`src/gkm_pkg.sv`:
```
`default_nettype none

package gkm_pkg;

    // Button store size and index width
    localparam int NUM_BUTTONS = 16;
    localparam int BTN_W       = $clog2(NUM_BUTTONS);
    localparam int RAW_BITS    = 8;

    // Configuration register widths and reset values
    localparam int CFG_DATA_W = 48;
    localparam int CFG_IDX_W  = 2;
    localparam logic [47:0] FUNC_MAP_RESET  = 48'd1655710138698;
    localparam logic [31:0] RAW_MAP_RESET   = 32'd616356353;
    localparam logic [14:0] THRESHOLD_RESET = 15'd11000;

    // Configuration register indexes
    typedef enum logic [CFG_IDX_W-1:0] {
        CFG_FUNC_MAP  = 2'd0,
        CFG_RAW_MAP   = 2'd1,
        CFG_THRESHOLD = 2'd2,
        CFG_UNUSED    = 2'd3
    } cfg_idx_t;

    // Button function codes
    typedef enum logic [2:0] {
        FN_NONE   = 3'd0,
        FN_GROUP0 = 3'd1,
        FN_GROUP1 = 3'd2,
        FN_GROUP2 = 3'd3,
        FN_ALT    = 3'd4,
        FN_SHIFT  = 3'd5,
        FN_ARROW  = 3'd6,
        FN_RAW    = 3'd7
    } func_t;

    // Event kinds
    localparam logic ACT_AXIS   = 1'b0;
    localparam logic ACT_BUTTON = 1'b1;

    // Stick direction, centre has its own code
    localparam logic [3:0] DIR_CENTRE = 4'd8;

    localparam logic [7:0] CHAR_ESC     = 8'h1B;
    localparam logic [7:0] CHAR_BRACKET = 8'h5B;

    // Input request and result payloads
    typedef struct packed {
        logic               action;
        logic [7:0]         event_index;
        logic signed [15:0] event_value;
    } in_item_t;

    typedef struct packed {
        logic [7:0] char_out;
        logic       last_of_run;
    } out_item_t;

    // One classified job: up to three bytes, last_pos is the final byte slot
    typedef struct packed {
        logic [1:0]      last_pos;
        logic [2:0][7:0] bytes;
    } job_t;

    // Job queue status
    typedef struct packed {
        logic full;
        logic empty;
    } fifo_stat_t;

    localparam int GLYPH_ROWS = 12;

    localparam logic [7:0] GLYPH_ROM [0:95] = '{
        "a", "b", "c", "d", "e", "f", "g", "h",
        "i", "j", "k", "l", "m", "n", "o", "p",
        "q", "r", "s", "t", "u", "v", "w", "x",
        "y", "z", "-", ".", " ", "/", 8'h08, ",",
        "0", "1", "2", "3", "4", "5", "6", "7",
        "8", "9", "*", "?", "_", "&", 8'h22, 8'h27,
        "A", "B", "C", "D", "E", "F", "G", "H",
        "I", "J", "K", "L", "M", "N", "O", "P",
        "Q", "R", "S", "T", "U", "V", "W", "X",
        "Y", "Z", ">", "<", "|", 8'h00, 8'h0D, 8'h00,
        8'h00, 8'h00, 8'h00, 8'h00, 8'h00, 8'h00, 8'h00, 8'h00,
        8'h00, 8'h00, 8'h00, 8'h00, 8'h00, 8'h00, 8'h00, 8'h00
    };

    // Look up one character by table row and direction
    function automatic logic [7:0] glyph_lookup(input logic [3:0] row, input logic [2:0] dir);
        logic [7:0] c;
        c = 8'h00;
        if (int'(row) < GLYPH_ROWS)
        begin
            c = GLYPH_ROM[int'({row, dir})];
        end
        return c;
    endfunction

    // Final letter of the arrow escape for directions 0, 2, 4, 6
    function automatic logic [7:0] arrow_tail(input logic [1:0] sel);
        logic [7:0] c;
        case (sel)
            2'd0:    c = "A";
            2'd1:    c = "C";
            2'd2:    c = "B";
            default: c = "D";
        endcase
        return c;
    endfunction

endpackage

`default_nettype wire

```
`src/gamepad_to_keystroke_mapper_unit.sv`:
```
`default_nettype none

// Channel    Ports                          Moves on
// --------   ----------------------------   ------------------------
// event      push, full, joy_event          push && !full
// keystroke  empty, pop, keystroke          pop && !empty
// config     cfg_we, cfg_index, cfg_data    cfg_we
//
// An event request is accepted every cycle while the four-entry job queue has
// room; the front classifies it in the accept cycle. The back emits one byte
// per cycle from the queue head while the results are popped, so a character
// or raw press gives one byte and an arrow press three. The first byte passes
// through the job queue and the output register on its way to the result ports.
// Reset restores all configuration and control state at once; no clear pass.
// A stalled result holds in the output register while the queue keeps filling.

module gamepad_to_keystroke_mapper_unit (
    input  wire logic                            clk,
    input  wire logic                            rst_n,
    input  wire logic                            push,
    output logic                                 full,
    input  wire gkm_pkg::in_item_t               joy_event,
    output logic                                 empty,
    input  wire logic                            pop,
    output gkm_pkg::out_item_t                   keystroke,
    input  wire logic                            cfg_we,
    input  wire logic [gkm_pkg::CFG_IDX_W-1:0]   cfg_index,
    input  wire logic [gkm_pkg::CFG_DATA_W-1:0]  cfg_data
);

    gkm_pkg::job_t       new_job, head_job;
    gkm_pkg::fifo_stat_t job_stat;
    logic                job_push, job_pop;
    logic                accept;

    assign full   = job_stat.full;
    assign accept = push && !full;

    gkm_front u_front (
        .clk       (clk),
        .rst_n     (rst_n),
        .accept    (accept),
        .item      (joy_event),
        .cfg_we    (cfg_we),
        .cfg_index (cfg_index),
        .cfg_data  (cfg_data),
        .job       (new_job),
        .job_push  (job_push)
    );

    gkm_job_fifo u_fifo (
        .clk      (clk),
        .rst_n    (rst_n),
        .push     (job_push),
        .push_job (new_job),
        .pop      (job_pop),
        .head_job (head_job),
        .stat     (job_stat)
    );

    gkm_back u_back (
        .clk      (clk),
        .rst_n    (rst_n),
        .job      (head_job),
        .job_stat (job_stat),
        .job_pop  (job_pop),
        .result   (keystroke),
        .empty    (empty),
        .pop      (pop)
    );

    // The back never pops an empty queue
    a_no_pop_empty: assert property (@(posedge clk) disable iff (!rst_n)
        job_pop |-> !job_stat.empty)
        else $error("job queue popped while empty");

    // The front never pushes into a full queue
    a_no_push_full: assert property (@(posedge clk) disable iff (!rst_n)
        job_push |-> !job_stat.full)
        else $error("job queue pushed while full");

    // A run continues without a gap once a non-final byte is taken
    a_run_continues: assert property (@(posedge clk) disable iff (!rst_n)
        (pop && !empty && !keystroke.last_of_run) |=> !empty)
        else $error("gap inside a keystroke run");

    // A non-final byte always leaves its job in the queue
    a_job_held: assert property (@(posedge clk) disable iff (!rst_n)
        (!empty && !keystroke.last_of_run) |-> !job_stat.empty)
        else $error("job left queue before its last byte");

endmodule

`default_nettype wire

```
`src/gkm_front.sv`:
```
`default_nettype none

module gkm_front (
    input  wire logic                            clk,
    input  wire logic                            rst_n,
    input  wire logic                            accept,
    input  wire gkm_pkg::in_item_t               item,
    input  wire logic                            cfg_we,
    input  wire logic [gkm_pkg::CFG_IDX_W-1:0]   cfg_index,
    input  wire logic [gkm_pkg::CFG_DATA_W-1:0]  cfg_data,
    output gkm_pkg::job_t                        job,
    output logic                                 job_push
);

    logic [47:0]                       func_map_reg, func_map_next;
    logic [31:0]                       raw_map_reg, raw_map_next;
    logic [14:0]                       thr_reg, thr_next;
    logic signed [15:0]                stick_x_reg, stick_x_next;
    logic signed [15:0]                stick_y_reg, stick_y_next;
    logic [gkm_pkg::NUM_BUTTONS-1:0]   held_reg, held_next;
    logic                              shift_reg, shift_next;
    logic                              alt_reg, alt_next;

    logic                              idx_ok;
    logic [gkm_pkg::BTN_W-1:0]         bidx;
    gkm_pkg::func_t                    fn;
    logic                              pressed;
    logic signed [16:0]                t_pos, t_neg, sx, sy;
    logic [3:0]                        dir;
    logic [3:0]                        row;
    logic [1:0]                        grp;
    logic [7:0]                        glyph;
    logic [7:0]                        raw_byte;
    logic                              emit;

    // Decode the button and its function
    assign idx_ok  = item.event_index < 8'(gkm_pkg::NUM_BUTTONS);
    assign bidx    = item.event_index[gkm_pkg::BTN_W-1:0];
    assign fn      = gkm_pkg::func_t'(func_map_reg[3 * int'(bidx) +: 3]);
    assign pressed = item.event_value != 16'sd0;

    // Quantize the stick against the threshold
    assign t_pos = signed'({2'b00, thr_reg});
    assign t_neg = -t_pos;
    assign sx    = 17'(stick_x_reg);
    assign sy    = 17'(stick_y_reg);

    always_comb
    begin
        if (sy > t_pos)
        begin
            if (sx > t_pos)      dir = 4'd1;
            else if (sx > t_neg) dir = 4'd0;
            else                 dir = 4'd7;
        end
        else if (sy < t_neg)
        begin
            if (sx > t_pos)      dir = 4'd3;
            else if (sx > t_neg) dir = 4'd4;
            else                 dir = 4'd5;
        end
        else if (sx > t_pos)     dir = 4'd2;
        else if (sx < t_neg)     dir = 4'd6;
        else                     dir = gkm_pkg::DIR_CENTRE;
    end

    // Pick the character from the table
    assign grp   = 2'(fn) - 2'd1;
    assign row   = (shift_reg ? 4'd6 : 4'd0) + (alt_reg ? 4'd3 : 4'd0) + {2'b00, grp};
    assign glyph = gkm_pkg::glyph_lookup(row, dir[2:0]);

    // Pack the raw byte from the held levels before this event
    always_comb
    begin
        logic [3:0] nib;
        raw_byte = 8'h00;
        for (int i = 0; i < gkm_pkg::RAW_BITS; i++)
        begin
            nib = raw_map_reg[4 * i +: 4];
            raw_byte[i] = (int'(nib) < gkm_pkg::NUM_BUTTONS)
                          && held_reg[nib[gkm_pkg::BTN_W-1:0]];
        end
    end

    // Classify the request into a job
    always_comb
    begin
        job.last_pos = 2'd0;
        job.bytes    = '0;
        emit         = 1'b0;
        case (fn)
            gkm_pkg::FN_GROUP0, gkm_pkg::FN_GROUP1, gkm_pkg::FN_GROUP2:
            begin
                job.bytes[0] = glyph;
                emit = (dir != gkm_pkg::DIR_CENTRE) && (glyph != 8'h00);
            end
            gkm_pkg::FN_ARROW:
            begin
                job.last_pos = 2'd2;
                job.bytes[0] = gkm_pkg::CHAR_ESC;
                job.bytes[1] = gkm_pkg::CHAR_BRACKET;
                job.bytes[2] = gkm_pkg::arrow_tail(dir[2:1]);
                emit = (dir != gkm_pkg::DIR_CENTRE) && !dir[0];
            end
            gkm_pkg::FN_RAW:
            begin
                job.bytes[0] = raw_byte;
                emit = 1'b1;
            end
            default:
            begin
                emit = 1'b0;
            end
        endcase
    end

    assign job_push = accept && (item.action == gkm_pkg::ACT_BUTTON) && idx_ok
                      && pressed && emit;

    // Compute state and configuration updates
    always_comb
    begin
        func_map_next = func_map_reg;
        raw_map_next  = raw_map_reg;
        thr_next      = thr_reg;
        stick_x_next  = stick_x_reg;
        stick_y_next  = stick_y_reg;
        held_next     = held_reg;
        shift_next    = shift_reg;
        alt_next      = alt_reg;

        if (cfg_we)
        begin
            case (gkm_pkg::cfg_idx_t'(cfg_index))
                gkm_pkg::CFG_FUNC_MAP:  func_map_next = cfg_data[47:0];
                gkm_pkg::CFG_RAW_MAP:   raw_map_next  = cfg_data[31:0];
                gkm_pkg::CFG_THRESHOLD: thr_next      = cfg_data[14:0];
                default:                func_map_next = func_map_reg;
            endcase
        end

        if (accept)
        begin
            if (item.action == gkm_pkg::ACT_AXIS)
            begin
                if (item.event_index == 8'd0)      stick_x_next = item.event_value;
                else if (item.event_index == 8'd1) stick_y_next = item.event_value;
            end
            else if (idx_ok)
            begin
                held_next[bidx] = pressed;
                if (fn == gkm_pkg::FN_ALT)   alt_next   = pressed;
                if (fn == gkm_pkg::FN_SHIFT) shift_next = pressed;
            end
        end
    end

    // Hold state and configuration
    always_ff @(posedge clk or negedge rst_n)
    begin
        if (!rst_n)
        begin
            func_map_reg <= gkm_pkg::FUNC_MAP_RESET;
            raw_map_reg  <= gkm_pkg::RAW_MAP_RESET;
            thr_reg      <= gkm_pkg::THRESHOLD_RESET;
            stick_x_reg  <= '0;
            stick_y_reg  <= '0;
            held_reg     <= '0;
            shift_reg    <= 1'b0;
            alt_reg      <= 1'b0;
        end
        else
        begin
            func_map_reg <= func_map_next;
            raw_map_reg  <= raw_map_next;
            thr_reg      <= thr_next;
            stick_x_reg  <= stick_x_next;
            stick_y_reg  <= stick_y_next;
            held_reg     <= held_next;
            shift_reg    <= shift_next;
            alt_reg      <= alt_next;
        end
    end

endmodule

`default_nettype wire

```
`src/gkm_job_fifo.sv`:
```
`default_nettype none

module gkm_job_fifo (
    input  wire logic           clk,
    input  wire logic           rst_n,
    input  wire logic           push,
    input  wire gkm_pkg::job_t  push_job,
    input  wire logic           pop,
    output gkm_pkg::job_t       head_job,
    output gkm_pkg::fifo_stat_t stat
);

    localparam int DEPTH = 4;
    localparam int PTR_W = $clog2(DEPTH);

    gkm_pkg::job_t    slots_reg [DEPTH];
    logic [PTR_W-1:0] wr_ptr_reg, wr_ptr_next;
    logic [PTR_W-1:0] rd_ptr_reg, rd_ptr_next;
    logic [PTR_W:0]   count_reg, count_next;
    logic             do_push, do_pop;

    assign stat.full  = count_reg == (PTR_W + 1)'(DEPTH);
    assign stat.empty = count_reg == '0;
    assign do_push    = push && !stat.full;
    assign do_pop     = pop && !stat.empty;
    assign head_job   = slots_reg[rd_ptr_reg];

    // Advance pointers and count
    always_comb
    begin
        wr_ptr_next = do_push ? wr_ptr_reg + 1'b1 : wr_ptr_reg;
        rd_ptr_next = do_pop ? rd_ptr_reg + 1'b1 : rd_ptr_reg;
        count_next  = count_reg + (PTR_W + 1)'(do_push) - (PTR_W + 1)'(do_pop);
    end

    always_ff @(posedge clk or negedge rst_n)
    begin
        if (!rst_n)
        begin
            wr_ptr_reg <= '0;
            rd_ptr_reg <= '0;
            count_reg  <= '0;
        end
        else
        begin
            wr_ptr_reg <= wr_ptr_next;
            rd_ptr_reg <= rd_ptr_next;
            count_reg  <= count_next;
        end
    end

    // Store the job payload
    always_ff @(posedge clk)
    begin
        if (do_push)
        begin
            slots_reg[wr_ptr_reg] <= push_job;
        end
    end

endmodule

`default_nettype wire

```
`src/gkm_back.sv`:
```
`default_nettype none

module gkm_back (
    input  wire logic                clk,
    input  wire logic                rst_n,
    input  wire gkm_pkg::job_t       job,
    input  wire gkm_pkg::fifo_stat_t job_stat,
    output logic                     job_pop,
    output gkm_pkg::out_item_t       result,
    output logic                     empty,
    input  wire logic                pop
);

    logic [1:0]         pos_reg, pos_next;
    logic               valid_reg, valid_next;
    gkm_pkg::out_item_t result_reg;
    logic               load;
    logic               at_last;

    // Load the next byte when the output slot frees up
    assign load    = !job_stat.empty && (!valid_reg || pop);
    assign at_last = pos_reg == job.last_pos;
    assign job_pop = load && at_last;

    always_comb
    begin
        pos_next   = pos_reg;
        valid_next = valid_reg;
        if (load)
        begin
            valid_next = 1'b1;
            pos_next   = at_last ? 2'd0 : pos_reg + 2'd1;
        end
        else if (pop)
        begin
            valid_next = 1'b0;
        end
    end

    always_ff @(posedge clk or negedge rst_n)
    begin
        if (!rst_n)
        begin
            pos_reg   <= 2'd0;
            valid_reg <= 1'b0;
        end
        else
        begin
            pos_reg   <= pos_next;
            valid_reg <= valid_next;
        end
    end

    // Capture the result byte
    always_ff @(posedge clk)
    begin
        if (load)
        begin
            result_reg.char_out    <= job.bytes[pos_reg];
            result_reg.last_of_run <= at_last;
        end
    end

    assign result = result_reg;
    assign empty  = !valid_reg;

endmodule

`default_nettype wire

```
`config.mk`:
```
export PLATFORM = sky130hd
export DESIGN_NAME = gamepad_to_keystroke_mapper_unit
export DESIGN_NICKNAME = d
export VERILOG_FILES = /design/src/gkm_pkg.sv /design/src/gamepad_to_keystroke_mapper_unit.sv /design/src/gkm_front.sv /design/src/gkm_job_fifo.sv /design/src/gkm_back.sv
export SDC_FILE = /design/constraint.sdc
export NUM_CORES = 1
export LEC_CHECK = 0
export BUFFER_PORTS_ARGS = -buffer_cell sky130_fd_sc_hd__buf_2
export CAP_MARGIN = 20
export CORE_AREA = 2 2 161 163
export CTS_CLUSTER_SIZE = 12
export DETAILED_ROUTE_END_ITERATION = 16
export DIE_AREA = 0 0 163 165
export GPL_TIMING_DRIVEN = 1
export PLACE_DENSITY = 0.77
export SYNTH_ARGS = -nofsm -noshare
export SYNTH_HDL_FRONTEND = slang
export SYNTH_SLANG_ARGS = --single-unit
```
`constraint.sdc`:
```
create_clock -name clk -period 14.5 [get_ports clk]
set_input_delay 0.725 -clock clk [delete_from_list [all_inputs] [get_ports clk]]
set_output_delay 0.725 -clock clk [all_outputs]
set_load 0.05 [all_outputs]
```
* After elaboration in Yosys (flattened, before gate mapping)
Memories as Yosys holds them, arrays and structs flattened.
Cells that the tools add are included.
** Operators by class
- $add $sub $neg :: 9
- Multiply operators :: 1
- Order comparisons :: 19
- Equal/unequal tests :: 15
- Shifts and indexed selects :: 1
- Mux-type cells :: 43
- Bitwise logic cells :: 3
- Reduce and logical (&&, ||, !) cells :: 33
** Operators by type and width (number)
- 48-bit by 32-bit variable part select with 3-bit output :: 1
- 4-bit by 5-bit less-than comparator with 1-bit output, second input constant :: 9
- 16-bit by 17-bit less-than comparator with 1-bit output :: 2
- 1-bit binary-select mux with 4-bit select :: 8
- 32-bit by 8-bit greater-or-equal comparator with 1-bit output, second input constant :: 1
- 16-bit greater-than comparator :: 2
- 8-bit two-way mux :: 4
- 7-bit inverter with 32-bit output :: 1
- 8-bit one-hot mux with 3 select lines :: 1
- 18-bit two-way mux :: 1
- 16-bit by 17-bit greater-than comparator with 1-bit output :: 1
- 15-bit negation with 17-bit output :: 1
- 8-bit binary-select mux with 2-bit select :: 1
- 16-bit bitwise mux :: 1
- 4-bit two-way mux :: 4
- 16-bit nonzero test :: 1
- 3-bit equality test, second input constant :: 5
- 1-bit two-way mux :: 14
- 1-bit logical AND :: 12
- 3-bit two-way mux :: 4
- 4-bit AND reduction :: 3
- 3-bit one-hot mux with 3 select lines :: 1
- 8-bit by 1-bit equality test with 1-bit output, second input constant :: 1
- 8-bit zero test :: 1
- other kinds (30) :: 44
** Storage, ports and cells
- Register bits :: 164
- Memory bits (writable) :: 104
- Memory bits (read-only) :: 1024
- Bits of input ports :: 80
- Output and inout bits :: 11
- Logic and storage cells :: 141
- Memories :: 2
** Memories
- (no name shown) :: words 128, width 8, rd ports 1, clocked after memory_dff 0, write ports 0, RTL line gkm_pkg.sv:94 : c = GLYPH_ROM[int'({row, dir})];
- u_fifo.slots_reg :: words 4, width 26, rd ports 1, clocked after memory_dff 0, write ports 1, RTL line gkm_job_fifo.sv:16 : gkm_pkg::job_t slots_reg [DEPTH];

* Depth between registers and ports, before layout
Gate-level depths: netlist (run 1).
- Depth in word-level cells :: 18
- Depth in mapped cells :: 31
- Depth with buffers taken out :: 30

* Modules after synthesis
Synthesis (run 1) repeated with hierarchy kept, for this count alone.
** Unflattened totals
- Cells, all modules :: 1049
- Area, all modules :: 14732.9 um^2
** By module, submodules not included
- gkm_front :: instances 1, cells an instance 813, area an instance 9830.7 um^2, seq. area each 3669.8 um^2
- gkm_job_fifo :: instances 1, cells an instance 178, area an instance 4257.8 um^2, seq. area each 3298.2 um^2
- gkm_back :: instances 1, cells an instance 57, area an instance 630.6 um^2, seq. area each 345.3 um^2
- gamepad_to_keystroke_mapper_unit :: instances 1, cells an instance 1, area an instance 13.8 um^2, seq. area each 0.0 um^2

* Worst setup path before layout (run 1)
Ideal clock, no wire load.
- Kind :: input -> register
- Start point :: in joy_event[16] in the netlist's numbering
- End point :: reg u_fifo.count_reg[2]
- Setup time :: 125 ps
- Arrival time :: 6518 ps
- Data required time :: 14375 ps
- Path slack :: 7857 ps
- Cell stages on the path :: 22
- Buffers on the path :: 3
- Cell sequence :: clkbuf_1 clkbuf_1 mux4_2 mux4_2 inv_1 ha_1 fa_1 inv_1 ha_1 inv_1 fa_1 clkbuf_1 inv_1 or4_1 or4_1 o211a_1 a31oi_4 ha_1 inv_1 fa_1 xnor2_1 xnor2_1
** Between the ends
- Cells in the longest elaborated chain, start to end :: 16
- Elaborated cells between the ends (all ways) :: 26
- Those cells by class :: 4 x add/sub; 1 x mul; 2 x order compare; 5 x eq/ne; 1 x shift; 4 x mux; 1 x bitwise; 7 x reduce/logical; 1 x memory
** Ends and longest elaborated chain
- start: declaration :: RTL line gamepad_to_keystroke_mapper_unit.sv:22 : input wire gkm_pkg::in_item_t joy_event,
- 2-bit by 4-bit multiplier with 6-bit output :: RTL line gkm_front.sv:39 : assign fn = gkm_pkg::func_t'(func_map_reg[3 * int'(bidx) +: 3]);
- 48-bit by 32-bit variable part select with 3-bit output :: RTL line gkm_front.sv:39
- 2-bit by 1-bit subtractor with 2-bit output :: RTL line gkm_front.sv:68 : assign grp = 2'(fn) - 2'd1;
- 4-bit by 2-bit adder with 4-bit output :: RTL line gkm_front.sv:69 : assign row = (shift_reg ? 4'd6 : 4'd0) + (alt_reg ? 4'd3 : 4'd0) + {2'b00, grp};
- 7-bit inverter with 32-bit output (implied by the code) :: RTL line gkm_pkg.sv:94
- memory 128 x 8 bit
- 8-bit two-way mux (implied by the code) (2 in a row) :: RTL line gkm_pkg.sv:94
- 8-bit two-way mux :: RTL line gkm_pkg.sv:92 : if (int'(row) < GLYPH_ROWS)
- 8-bit nonzero test :: RTL line gkm_front.sv:95 : emit = (dir != gkm_pkg::DIR_CENTRE) && (glyph != 8'h00);
- 1-bit logical AND :: RTL line gkm_front.sv:95
- 1-bit one-hot mux with 3 select lines :: RTL line gkm_front.sv:91 : case (fn)
- 1-bit logical AND * :: RTL line gkm_front.sv:118 : && pressed && emit;
- 1-bit logical AND * :: RTL line gkm_job_fifo.sv:24 : assign do_push = push && !stat.full;
- 3-bit by 1-bit adder with 3-bit output * :: RTL line gkm_job_fifo.sv:33 : count_next = count_reg + (PTR_W + 1)'(do_push) - (PTR_W + 1)'(do_pop);
- 3-bit by 1-bit subtractor with 3-bit output * :: RTL line gkm_job_fifo.sv:33
- via u_fifo.count_next[2] :: RTL line gkm_job_fifo.sv:19 : logic [PTR_W:0] count_reg, count_next;
- end signal: assignment :: RTL line gkm_job_fifo.sv:48 : count_reg <= count_next;
- end: declaration :: RTL line gkm_job_fifo.sv:19
Mark *: on every way through the listed nets, which the timed path passes. The rest lies on a longest branch. The select of a mux whose other input is x is not followed.
A chain may end at the register's enable or synchronous reset.

* Worst setup path in the final report (run 1)
- Start point :: reg u_front.thr_reg[0]
- End point :: reg u_fifo.count_reg[1]
** Between the ends
- Cells in the longest elaborated chain, start to end :: 18
- Elaborated cells between the ends (all ways) :: 29
- Those cells by class :: 3 x add/sub; 5 x order compare; 1 x eq/ne; 12 x mux; 1 x bitwise; 6 x reduce/logical; 1 x memory
** Ends and longest elaborated chain
- start: declaration :: RTL line gkm_front.sv:17 : logic [14:0] thr_reg, thr_next;
- start signal: assignment :: RTL line gkm_front.sv:165 : thr_reg <= gkm_pkg::THRESHOLD_RESET;
- start signal: assignment :: RTL line gkm_front.sv:176 : thr_reg <= thr_next;
- 15-bit negation with 17-bit output :: RTL line gkm_front.sv:44 : assign t_neg = -t_pos;
- 16-bit by 17-bit greater-than comparator with 1-bit output or 16-bit by 17-bit less-than comparator with 1-bit output (tied branches) :: RTL line gkm_front.sv:53, gkm_front.sv:59, gkm_front.sv:63
- 1-bit two-way mux or 4-bit two-way mux (tied branches) :: RTL line gkm_front.sv:59, gkm_front.sv:63
- 3-bit two-way mux or 4-bit two-way mux (tied branches) :: RTL line gkm_front.sv:58, gkm_front.sv:62
- 4-bit two-way mux :: RTL line gkm_front.sv:56 : else if (sy < t_neg)
- 4-bit two-way mux * :: RTL line gkm_front.sv:50 : if (sy > t_pos)
- 7-bit inverter with 32-bit output (implied by the code) :: RTL line gkm_pkg.sv:94
- memory 128 x 8 bit
- (+3 left out)
- 8-bit nonzero test :: RTL line gkm_front.sv:95
- 1-bit logical AND :: RTL line gkm_front.sv:95
- 1-bit one-hot mux with 3 select lines * :: RTL line gkm_front.sv:91
- 1-bit logical AND * :: RTL line gkm_front.sv:118
- 1-bit logical AND * :: RTL line gkm_job_fifo.sv:24
- 3-bit by 1-bit adder with 3-bit output * :: RTL line gkm_job_fifo.sv:33
- 3-bit by 1-bit subtractor with 3-bit output * :: RTL line gkm_job_fifo.sv:33
- via u_fifo.count_next[1] :: RTL line gkm_job_fifo.sv:19
Marked as above.

==> results.sh, run 1 <==
export IMPL_start_util=0.497
export IMPL_p_leak_nw=6.06
export IMPL_synth_cell_types=77
export IMPL_clk_latency_ns=0.53
export IMPL_rrSetupSlack_ns=7.71
export IMPL_syn_cell_area_mm2=0.0125
export IMPL_setup_slack_ns=7.71
export IMPL_cellPowerDensity_mw_per_mm2=140
export IMPL_ys_flop_type="dfrtp_1"
export IMPL_layout_commonest_cell="mux2_2"
export IMPL_setup_viol=0
export IMPL_fin_crit_ns=6.79
export IMPL_final_cell_mix="mux2_2, dfrtp_1, buf_2, ha_1, mux4_2"
export IMPL_fin_nets=1209
export IMPL_place_congestion=0.938
export IMPL_cts_num_sinks=212
export IMPL_ys_ff_latch=212
export IMPL_min_path_type="in -> async"
export IMPL_rr_endpoint="u_fifo.count_reg[1]"
export IMPL_timing_fmax_mhz=147
export IMPL_antenna_found_initial=0
export IMPL_rsz0062_at_grt="no"
export IMPL_cts_root_buffer="clkbuf_16"
export IMPL_dieArea_mm2=0.0269
export IMPL_maxCapViolCount=0
export IMPL_row_count=58
export IMPL_detail_route_antenna_nets=0
export IMPL_dpl_worst_slack_ns=7.67
export IMPL_synth_edf_count=57
export IMPL_status="finished, final reports clean"
export IMPL_fin_util=0.560
export IMPL_yosysWarnings=0
export IMPL_max_slew_margin=0.329
export IMPL_endpoint_kind="register"
export IMPL_wl_mm=28.8
export IMPL_cts_tree="done"
export IMPL_synthArstFlopShare=0.731
export IMPL_dp_hpwl_mm=21.0
export IMPL_finalHoldViolations=0
export IMPL_critical_path_class="reg -> reg"
export IMPL_synth_cells=958
export IMPL_required_ns=14.97
export IMPL_slowest_stage="or4b_1"
export IMPL_drv_slew=0
export IMPL_cts_resized_gates=0
export IMPL_cts_buffer_depth=3
export IMPL_setup_tns_ns=0
export IMPL_period_share=0.468
export IMPL_fin_skew_ns=0.0199
export IMPL_die_w_um=163
export IMPL_drive_gt1_frac=0.372
export IMPL_worstMarginPinSlew_ns=1.00
export IMPL_max_stage_delay_ns=0.67
export IMPL_ioPinCount=91
export IMPL_fp_dieH_um=165
export IMPL_grt_max_degree=107
export IMPL_start_kind="register"
export IMPL_drt_initial_drc_count=798
export IMPL_via_count=8470
export IMPL_n_antenna_cell=0
export IMPL_syn_avg_cell_area_um2=13.0
export IMPL_rr_startpoint="u_front.thr_reg[0]"
export IMPL_viasPerCell=6.07
export IMPL_ys_seq_area_frac=0.452
export IMPL_cp_max_fo=11
export IMPL_syn_to_final_growth_pct=12.5
export IMPL_fin_area_mm2=0.0140
export IMPL_synth_nets=1120
export IMPL_worst_r2r_path_depth=28
export IMPL_grt_pass1_wl_mm=46.6
export IMPL_grt_usage=0.220
export IMPL_place_area_mm2=0.0132
export IMPL_dr_pass1_iters=6
export IMPL_cts_made_buffers=24
export IMPL_core_area_mm2=0.0250
export IMPL_clkTransAtPathRegs_ns=0.06
export IMPL_post_cts_buffers=0
export IMPL_max_vdd_ir_drop_mv=0.106
export IMPL_wl_per_cell_um=20.7
export IMPL_cts_htree_levels=1
export IMPL_drc=0
export IMPL_port_buffers=90
export IMPL_nFillCells=2067
export IMPL_cp_data_arrival_time_ns=7.26
export IMPL_grt_overflow_total=0
export IMPL_grt_pass1_vias=8629
export IMPL_cts_hold_buffers=0
-- cell type report --
cell class / instances / area [um^2] / area share
flip-flops and latches: 212 / 5630 / 0.402
multi-input cells: 664 / 6510 / 0.465
well taps: 330 / 413 / 0.0295
repair buffers: 97 / 509 / 0.0363
clock inverters: 8 / 82.6 / 0.00589
inverters: 48 / 180 / 0.0129
clock buffers: 36 / 679 / 0.0485
-- logic make-up after synthesis --
kind of cell             share of synthesized area
AO/OA/AOI/OAI                               0.0781
XOR/XNOR                                    0.0145
adder cells (fa/ha/maj)                     0.0851
buffers and inverters                       0.0251
flip-flops                                   0.452
multiplexers                                 0.257
AND/OR/NAND/NOR                             0.0878
-- stage by stage --
| step | cells | hold WS (ns) | total power [W] |
|---|---|---|---|
| after floorplan | 958 | 0.429 | 0.00123 |
| after global placement | 1351 | 0.485 | 0.00136 |
| after detailed placement | 1351 | 0.491 | 0.00138 |
| after CTS | 1395 | 0.360 | 0.00197 |
| after global routing | 1395 | 0.392 | 0.00206 |
| final | 1395 | 0.309 | 0.00196 |
-- synth_stat cells, types with 16 or more instances --
cell	number	area (um^2)
nand3_1	16	80.1
dfstp_2	33	867
dfrtp_1	122	3050
mux4_2	67	1510
nor2_1	43	161
nand2_1	51	191
ha_1	79	988
edfxtp_1	57	1710
clkbuf_1	27	101
o21ai_0	27	135
mux2_2	142	1600
nor3_1	17	85.1
inv_1	47	176
a21oi_1	32	160
-- how the worst max path moves through the flow --
stage / from / endpoint / slack [ns]
3_3_place_gp: joy_event[16] / u_fifo.count_reg[2] / 7.80
3_5_place_dp: joy_event[16] / u_fifo.count_reg[2] / 7.67
4_1_cts: u_front.thr_reg[0] / u_fifo.count_reg[1] / 7.80
5_1_grt: u_front.thr_reg[6] / u_fifo.count_reg[2] / 7.02
2_1_floorplan: joy_event[16] / u_fifo.count_reg[2] / 7.86
6_report: u_front.thr_reg[0] / u_fifo.count_reg[1] / 7.71
-- worst max-delay path: cells and delay by family, from the launching register on --
kind / cells / cell delay, ns
XOR/XNOR: 1 / 0.19
buffers and inverters: 4 / 0.35
flip-flops: 1 / 0.43
adder cells (fa/ha/maj): 5 / 1.38
AO/OA/AOI/OAI: 8 / 2.05
AND/OR/NAND/NOR: 10 / 2.34
-- where the power goes --
| group | switching (W) | total (W) | leakage, nW | internal, W |
|---|---|---|---|---|
| sequential | 0.0000969 | 0.000820 | 2.44 | 0.000724 |
| clock | 0.000241 | 0.000584 | 0.373 | 0.000343 |
| combinational | 0.000305 | 0.000552 | 3.25 | 0.000247 |
| total | 0.000643 | 0.00196 | 6.06 | 0.00131 |
-- metal layers --
layer | GRT usage | vias to the layer above | part of all wire
met5 | 0 | - | 0
met4 | 0.0543 | 0 | 0.017
met3 | 0.0399 | 41 | 0.069
met2 | 0.375 | 312 | 0.48
met1 | 0.293 | 4273 | 0.43
li1 | - | 3844 | -
Power figures use the tool's default switching activity.
==> run 2, diff against run 1 <==
--- a/config.mk
+++ b/config.mk
@@ -5,14 +5,15 @@
 export SDC_FILE = /design/constraint.sdc
 export NUM_CORES = 1
 export LEC_CHECK = 0
+export ABC_AREA = 1
 export BUFFER_PORTS_ARGS = -buffer_cell sky130_fd_sc_hd__buf_2
 export CAP_MARGIN = 20
-export CORE_AREA = 2 2 161 163
+export CORE_AREA = 2 2 162 164
 export CTS_CLUSTER_SIZE = 12
 export DETAILED_ROUTE_END_ITERATION = 16
-export DIE_AREA = 0 0 163 165
+export DIE_AREA = 0 0 164 166
 export GPL_TIMING_DRIVEN = 1
-export PLACE_DENSITY = 0.77
+export PLACE_DENSITY = 0.76
 export SYNTH_ARGS = -nofsm -noshare
 export SYNTH_HDL_FRONTEND = slang
 export SYNTH_SLANG_ARGS = --single-unit
==> constraint.sdc (replaced) <==
create_clock -name clk -period 6.68 [get_ports clk]
set_input_delay 0.334 -clock clk [delete_from_list [all_inputs] [get_ports clk]]
set_output_delay 0.334 -clock clk [all_outputs]
set_load 0.05 [all_outputs]
==> run 2 against run 1 <==
  * Non-clock buffer count rose by 7
  * Sequential share of layout area down 0.55 points
  * Register-to-register slack got worse by 6.8 ns
  * Synthesized area is 0.93% higher
  * Critical path depth increased by 7
  * Synthesized cell count up 62%
  * Combinational power grew to 2.6 times the previous value
  * Global-route usage grew 2.0 points
  * Routed wire length increased by 14%
  * Worst hold slack got worse by 0.30 ns
  * Critical endpoint is now u_fifo.count_reg[2]
  * Largest power group unchanged
==> results.sh, run 2 <==
export IMPL_status="finished, final reports clean"
export IMPL_row_count=59
export IMPL_drt_initial_drc_count=1005
export IMPL_critical_path_class="reg -> reg"
export IMPL_max_slew_margin=0.374
export IMPL_wl_mm=32.7
export IMPL_drive_gt1_frac=0.135
export IMPL_viasPerCell=5.56
export IMPL_place_congestion=0.931
export IMPL_max_vdd_ir_drop_mv=0.284
export IMPL_cp_data_arrival_time_ns=6.19
export IMPL_p_leak_nw=6.74
export IMPL_synthArstFlopShare=0.731
export IMPL_grt_usage=0.240
export IMPL_cts_made_buffers=25
export IMPL_synth_cells=1548
export IMPL_grt_max_degree=99
export IMPL_rsz0062_at_grt="no"
export IMPL_fin_crit_ns=5.77
export IMPL_fp_dieH_um=166
export IMPL_min_path_type="in -> reg"
export IMPL_layout_commonest_cell="nand2_1"
export IMPL_start_util=0.491
export IMPL_synth_compound_area_share=0.173
export IMPL_cellPowerDensity_mw_per_mm2=324
export IMPL_cts_hold_buffers=2
export IMPL_critPathBufInv=6
export IMPL_grt_pass1_vias=10300
export IMPL_required_ns=7.10
export IMPL_cts_htree_levels=1
export IMPL_ys_seq_area_frac=0.448
export IMPL_grt_pass1_wl_mm=53.0
export IMPL_synth_edf_count=57
export IMPL_synth_most_common_cell="nand2_1"
export IMPL_path_delay_family="simple AND/OR/NAND/NOR gates"
export IMPL_syn_avg_cell_area_um2=8.12
export IMPL_cts_buffer_depth=3
export IMPL_start_kind="register"
export IMPL_antenna_found_initial=0
export IMPL_cp_max_fo=7
export IMPL_dr_pass1_iters=6
export IMPL_total_power_w=0.00461
export IMPL_die_w_um=164
export IMPL_synthXorXnorAreaFrac=0.00836
export IMPL_endpoint_kind="register"
export IMPL_slowest_stage="or4_1"
export IMPL_cts_tree="done"
export IMPL_post_cts_buffers=0
export IMPL_finalHoldViolations=0
export IMPL_grt_overflow_total=0
export IMPL_fin_nets=1779
export IMPL_ioPinCount=91
export IMPL_n_antenna_cell=0
export IMPL_port_buffers=90
export IMPL_detail_route_antenna_nets=0
export IMPL_synthSimpleGateAreaFrac=0.198
export IMPL_timing_fmax_mhz=173
export IMPL_clkTransAtPathRegs_ns=0.06
export IMPL_cpMostUsedCell="nand2_1"
export IMPL_synth_largest_area_cell="dfrtp_1"
export IMPL_setup_tns_ns=0
export IMPL_place_area_mm2=0.0133
export IMPL_synth_nets=1710
export IMPL_yosysWarnings=0
export IMPL_synth_top_area_frac=0.243
export IMPL_cts_root_buffer="clkbuf_16"
export IMPL_dieArea_mm2=0.0272
export IMPL_final_cell_count_no_fill=1970
export IMPL_final_cell_mix="nand2_1, o21ai_0, inv_1, dfrtp_1, nor2_1"
export IMPL_nFillCells=2266
export IMPL_multiInputGateArea_mm2=0.00601
export IMPL_synth_top_family_by_area="simple AND/OR/NAND/NOR gates"
export IMPL_synthMuxAreaShare=0.0143
export IMPL_clk_latency_ns=0.55
export IMPL_synthAdderAreaFrac=0.0834
export IMPL_drc=0
export IMPL_max_stage_delay_ns=0.58
export IMPL_register_area_mm2=0.00563
export IMPL_ys_flop_type="dfrtp_1"
export IMPL_wl_per_cell_um=16.6
export IMPL_worstMarginPinSlew_ns=0.929
export IMPL_syn_to_final_growth_pct=13.0
export IMPL_syn_cell_area_mm2=0.0126
export IMPL_setup_viol=0
export IMPL_yosys_top_cells_area="dfrtp_1, edfxtp_1, nand2_1"
export IMPL_drv_slew=0
export IMPL_ys_ff_latch=212
export IMPL_fin_skew_ns=0.0278
export IMPL_synth_cell_types=50
export IMPL_dp_hpwl_mm=23.9
export IMPL_maxCapViolCount=0
export IMPL_core_area_mm2=0.0256
export IMPL_cts_resized_gates=0
export IMPL_via_count=11000
export IMPL_ys_top_cells_by_count="nand2_1, o21ai_0, inv_1"
export IMPL_period_share=0.864
export IMPL_cts_num_sinks=212
export IMPL_fin_area_mm2=0.0142
export IMPL_dp_cells=1919
run 2: power breakdown:
| group | total [W] | internal [W] | switching [W] |
|---|---|---|---|
| Combinational | 0.00144 | 0.000470 | 0.000975 |
| Sequential | 0.00176 | 0.00156 | 0.000201 |
| Clock | 0.00140 | 0.000843 | 0.000560 |
| Total | 0.00461 | 0.00287 | 0.00174 |
run 2: through the flow:
step                hold WS (ns)  setup slack (ns)   util
floorplan                 0.0384              1.50      -
global placement           0.468             0.990  0.518
detailed placement         0.479             0.871  0.518
CTS                      0.00279              1.01  0.552
global route             0.00799             0.445  0.555
finish                    0.0138             0.906  0.555
run 2: kinds of logic after synthesis:
kind of cell	Yosys count
XOR/XNOR	12
flip-flops	212
buffers and inverters	246
AO/OA/AOI/OAI	398
AND/OR/NAND/NOR	582
adder cells (fa/ha/maj)	82
multiplexers	16
run 2: worst paths after layout:
| check | end | start | cells after the start | slack (ns) |
|---|---|---|---|---|
| min in group asynchronous | u_front.stick_x_reg[11] | rst_n | 2 | 0.44 |
| min reg2reg | u_front.raw_map_reg[14] | u_front.raw_map_reg[14] | 2 | 0.50 |
| max | u_fifo.count_reg[2] | u_front.thr_reg[1] | 35 | 0.91 |
| max in group asynchronous | u_front.raw_map_reg[17] | rst_n | 3 | 4.93 |
| min | u_front.func_map_reg[34] | cfg_data[34] | 2 | 0.01 |
| max reg2reg | u_fifo.count_reg[2] | u_front.thr_reg[1] | 35 | 0.91 |
run 2: worst register-to-register path, delay by kind of cell (launching register included):
family | cells | cell delay (ns)
xor+xnor | 1 | 0.17
fa+ha+maj | 5 | 1.31
simple gates | 23 | 3.15
flops | 1 | 0.42
buf+inv | 6 | 0.62
run 2: layer usage:
| metal | GRT usage | up-vias | wire, um | share of wire |
|---|---|---|---|---|
| li1 | - | 5375 | - | - |
| met1 | 0.334 | 5131 | 14600 | 0.44 |
| met2 | 0.386 | 365 | 15100 | 0.46 |
| met3 | 0.0300 | 80 | 1850 | 0.056 |
| met4 | 0.0900 | 0 | 1220 | 0.037 |
| met5 | 0 | - | 0 | 0 |
run 2: final cells by class:
class | instances | share of cell area
Clock buffer | 34 | 0.0485
Clock inverter | 11 | 0.0109
Inverter | 184 | 0.0486
Multi-Input combinational cell | 1090 | 0.423
Sequential cell | 212 | 0.396
Tap cell | 335 | 0.0295
Timing Repair Buffer | 104 | 0.0425
==> run 3, diff against run 2 <==
==> constraint.sdc (replaced) <==
create_clock -name clk -period 6.7 [get_ports clk]
set_input_delay 0.335 -clock clk [delete_from_list [all_inputs] [get_ports clk]]
set_output_delay 0.335 -clock clk [all_outputs]
set_load 0.05 [all_outputs]
==> run 3 against run 2 <==
  * Final area is 0.24% lower
  * Clock-buffer cell count is 3 higher
  * Via count is 0.68% lower
  * Worst hold slack better by 0.0066 ns
==> results.sh, run 3 (synthesized netlist as in run 2, its figures left out) <==
export IMPL_rrSetupSlack_ns=0.91
export IMPL_min_path_type="in -> reg"
export IMPL_whs_endpoint="u_back.valid_reg"
export IMPL_antenna_found_initial=0
export IMPL_grt_pass1_wl_mm=52.7
export IMPL_dieArea_mm2=0.0272
export IMPL_critical_path_class="reg -> reg"
export IMPL_row_count=59
export IMPL_fin_nets=1778
export IMPL_n_antenna_cell=0
export IMPL_nFillCells=2295
export IMPL_cts_resized_gates=0
export IMPL_dp_hpwl_mm=23.7
export IMPL_wl_per_cell_um=16.5
export IMPL_multiInputGateArea_mm2=0.00601
export IMPL_fin_crit_ns=5.79
export IMPL_place_congestion=0.936
export IMPL_setup_viol=0
export IMPL_cts_tree="done"
export IMPL_via_count=10900
export IMPL_cellPowerDensity_mw_per_mm2=320
export IMPL_setup_tns_ns=0
export IMPL_grt_pass1_vias=10100
export IMPL_final_cell_mix="nand2_1, o21ai_0, inv_1, dfrtp_1, nor2_1"
export IMPL_required_ns=7.11
export IMPL_place_area_mm2=0.0133
export IMPL_wl_mm=32.6
export IMPL_rr_startpoint="u_front.thr_reg[1]"
export IMPL_cp_data_arrival_time_ns=6.20
export IMPL_cts_htree_levels=1
export IMPL_cts_buffer_depth=3
export IMPL_critPathBufInv=4
export IMPL_grt_overflow_total=0
export IMPL_maxCapViolCount=0
export IMPL_register_area_mm2=0.00563
export IMPL_worstMarginPinSlew_ns=0.965
export IMPL_grt_max_degree=101
export IMPL_worstHoldStart="pop"
export IMPL_cp_startpoint="u_front.thr_reg[1]"
export IMPL_fin_skew_ns=0.0176
export IMPL_rsz0062_at_grt="no"
export IMPL_cts_root_buffer="clkbuf_16"
export IMPL_grt_usage=0.240
export IMPL_endpoint_kind="register"
export IMPL_max_vdd_ir_drop_mv=0.261
export IMPL_viasPerCell=5.52
export IMPL_cpMostUsedCell="nand2_1"
export IMPL_cts_num_sinks=212
export IMPL_slowest_stage="or4_1"
export IMPL_finalHoldViolations=0
export IMPL_path_delay_family="simple AND/OR/NAND/NOR gates"
export IMPL_drv_slew=0
export IMPL_layout_commonest_cell="nand2_1"
export IMPL_worst_r2r_path_depth=32
export IMPL_drive_gt1_frac=0.134
export IMPL_status="finished, final reports clean"
export IMPL_max_slew_margin=0.357
export IMPL_period_share=0.865
export IMPL_clkTransAtPathRegs_ns=0.06
export IMPL_cts_made_buffers=25
export IMPL_core_area_mm2=0.0256
export IMPL_fin_area_mm2=0.0142
export IMPL_start_util=0.491
export IMPL_timing_fmax_mhz=173
export IMPL_clk_latency_ns=0.53
export IMPL_p_leak_nw=6.73
export IMPL_rr_endpoint="u_fifo.count_reg[2]"
export IMPL_drc=0
export IMPL_max_stage_delay_ns=0.58
export IMPL_detail_route_antenna_nets=0
export IMPL_ioPinCount=91
export IMPL_cp_max_fo=7
export IMPL_port_buffers=90
export IMPL_fp_dieH_um=166
export IMPL_die_w_um=164
export IMPL_hold_path_depth=2
export IMPL_dr_pass1_iters=5
export IMPL_start_kind="register"
export IMPL_drt_initial_drc_count=1020
export IMPL_syn_to_final_growth_pct=12.7
run 3: changes by cell type in the layout (fill, tap and decap cells not counted), sizes merged:
cell         before  now
clkbuf           36   38
bufinv            3    2
buf             100  101
dlygate4sd3       2    1
inv             181  182
clkinv            8    7
clkinvlp          3    2
run 3: area by class of cell:
| type | count | share of cell area |
|---|---|---|
| Clock buffer | 37 | 0.0494 |
| Inverter | 184 | 0.0487 |
| Timing Repair Buffer | 103 | 0.0425 |
| Tap cell | 335 | 0.0296 |
| Multi-Input combinational cell | 1090 | 0.424 |
| Sequential cell | 212 | 0.397 |
| Clock inverter | 9 | 0.00795 |
run 3: where the power goes:
part	switching (W)	internal [W]
Combinational	0.000964	0.000470
Sequential	0.000200	0.00155
Clock	0.000544	0.000804
Total	0.00171	0.00283
run 3: per-stage QoR:
| step | utilization | total power [W] | setup WS (ns) | hold WS, ns | cells |
|---|---|---|---|---|---|
| floorplan | - | 0.00278 | 1.52 | 0.0394 | 1548 |
| global placement | 0.518 | 0.00314 | 1.02 | 0.469 | 1919 |
| detailed placement | 0.518 | 0.00318 | 0.874 | 0.474 | 1919 |
| CTS | 0.550 | 0.00454 | 1.01 | 0.00603 | 1966 |
| global route | 0.553 | 0.00484 | 0.385 | 0.0275 | 1970 |
| finish | 0.553 | 0.00454 | 0.907 | 0.0204 | 1970 |
run 3: metal layers:
metal | share of wire | GRT usage | vias to the layer above
met5 | 0 | 0 | -
met1 | 0.44 | 0.339 | 5078
met3 | 0.062 | 0.0255 | 51
met2 | 0.47 | 0.387 | 390
li1 | - | - | 5358
met4 | 0.025 | 0.0778 | 0
run 3: worst max path at each step:
stage,endpoint,cells past startpoint,slack (ns)
floorplan,u_fifo.slots_reg[0][0],31,1.52
global placement,u_fifo.count_reg[2],34,1.02
detailed placement,u_fifo.count_reg[2],34,0.87
CTS,u_fifo.count_reg[2],32,1.01
global route,u_fifo.count_reg[2],38,0.38
finish,u_fifo.count_reg[2],32,0.91
run 3: what timing repair did:
item / 4_1_cts / 5_1_grt
hold buffers: 1 / 0
setup buffers: 0 / 0
endpoints found under the hold margin: 80 / 0
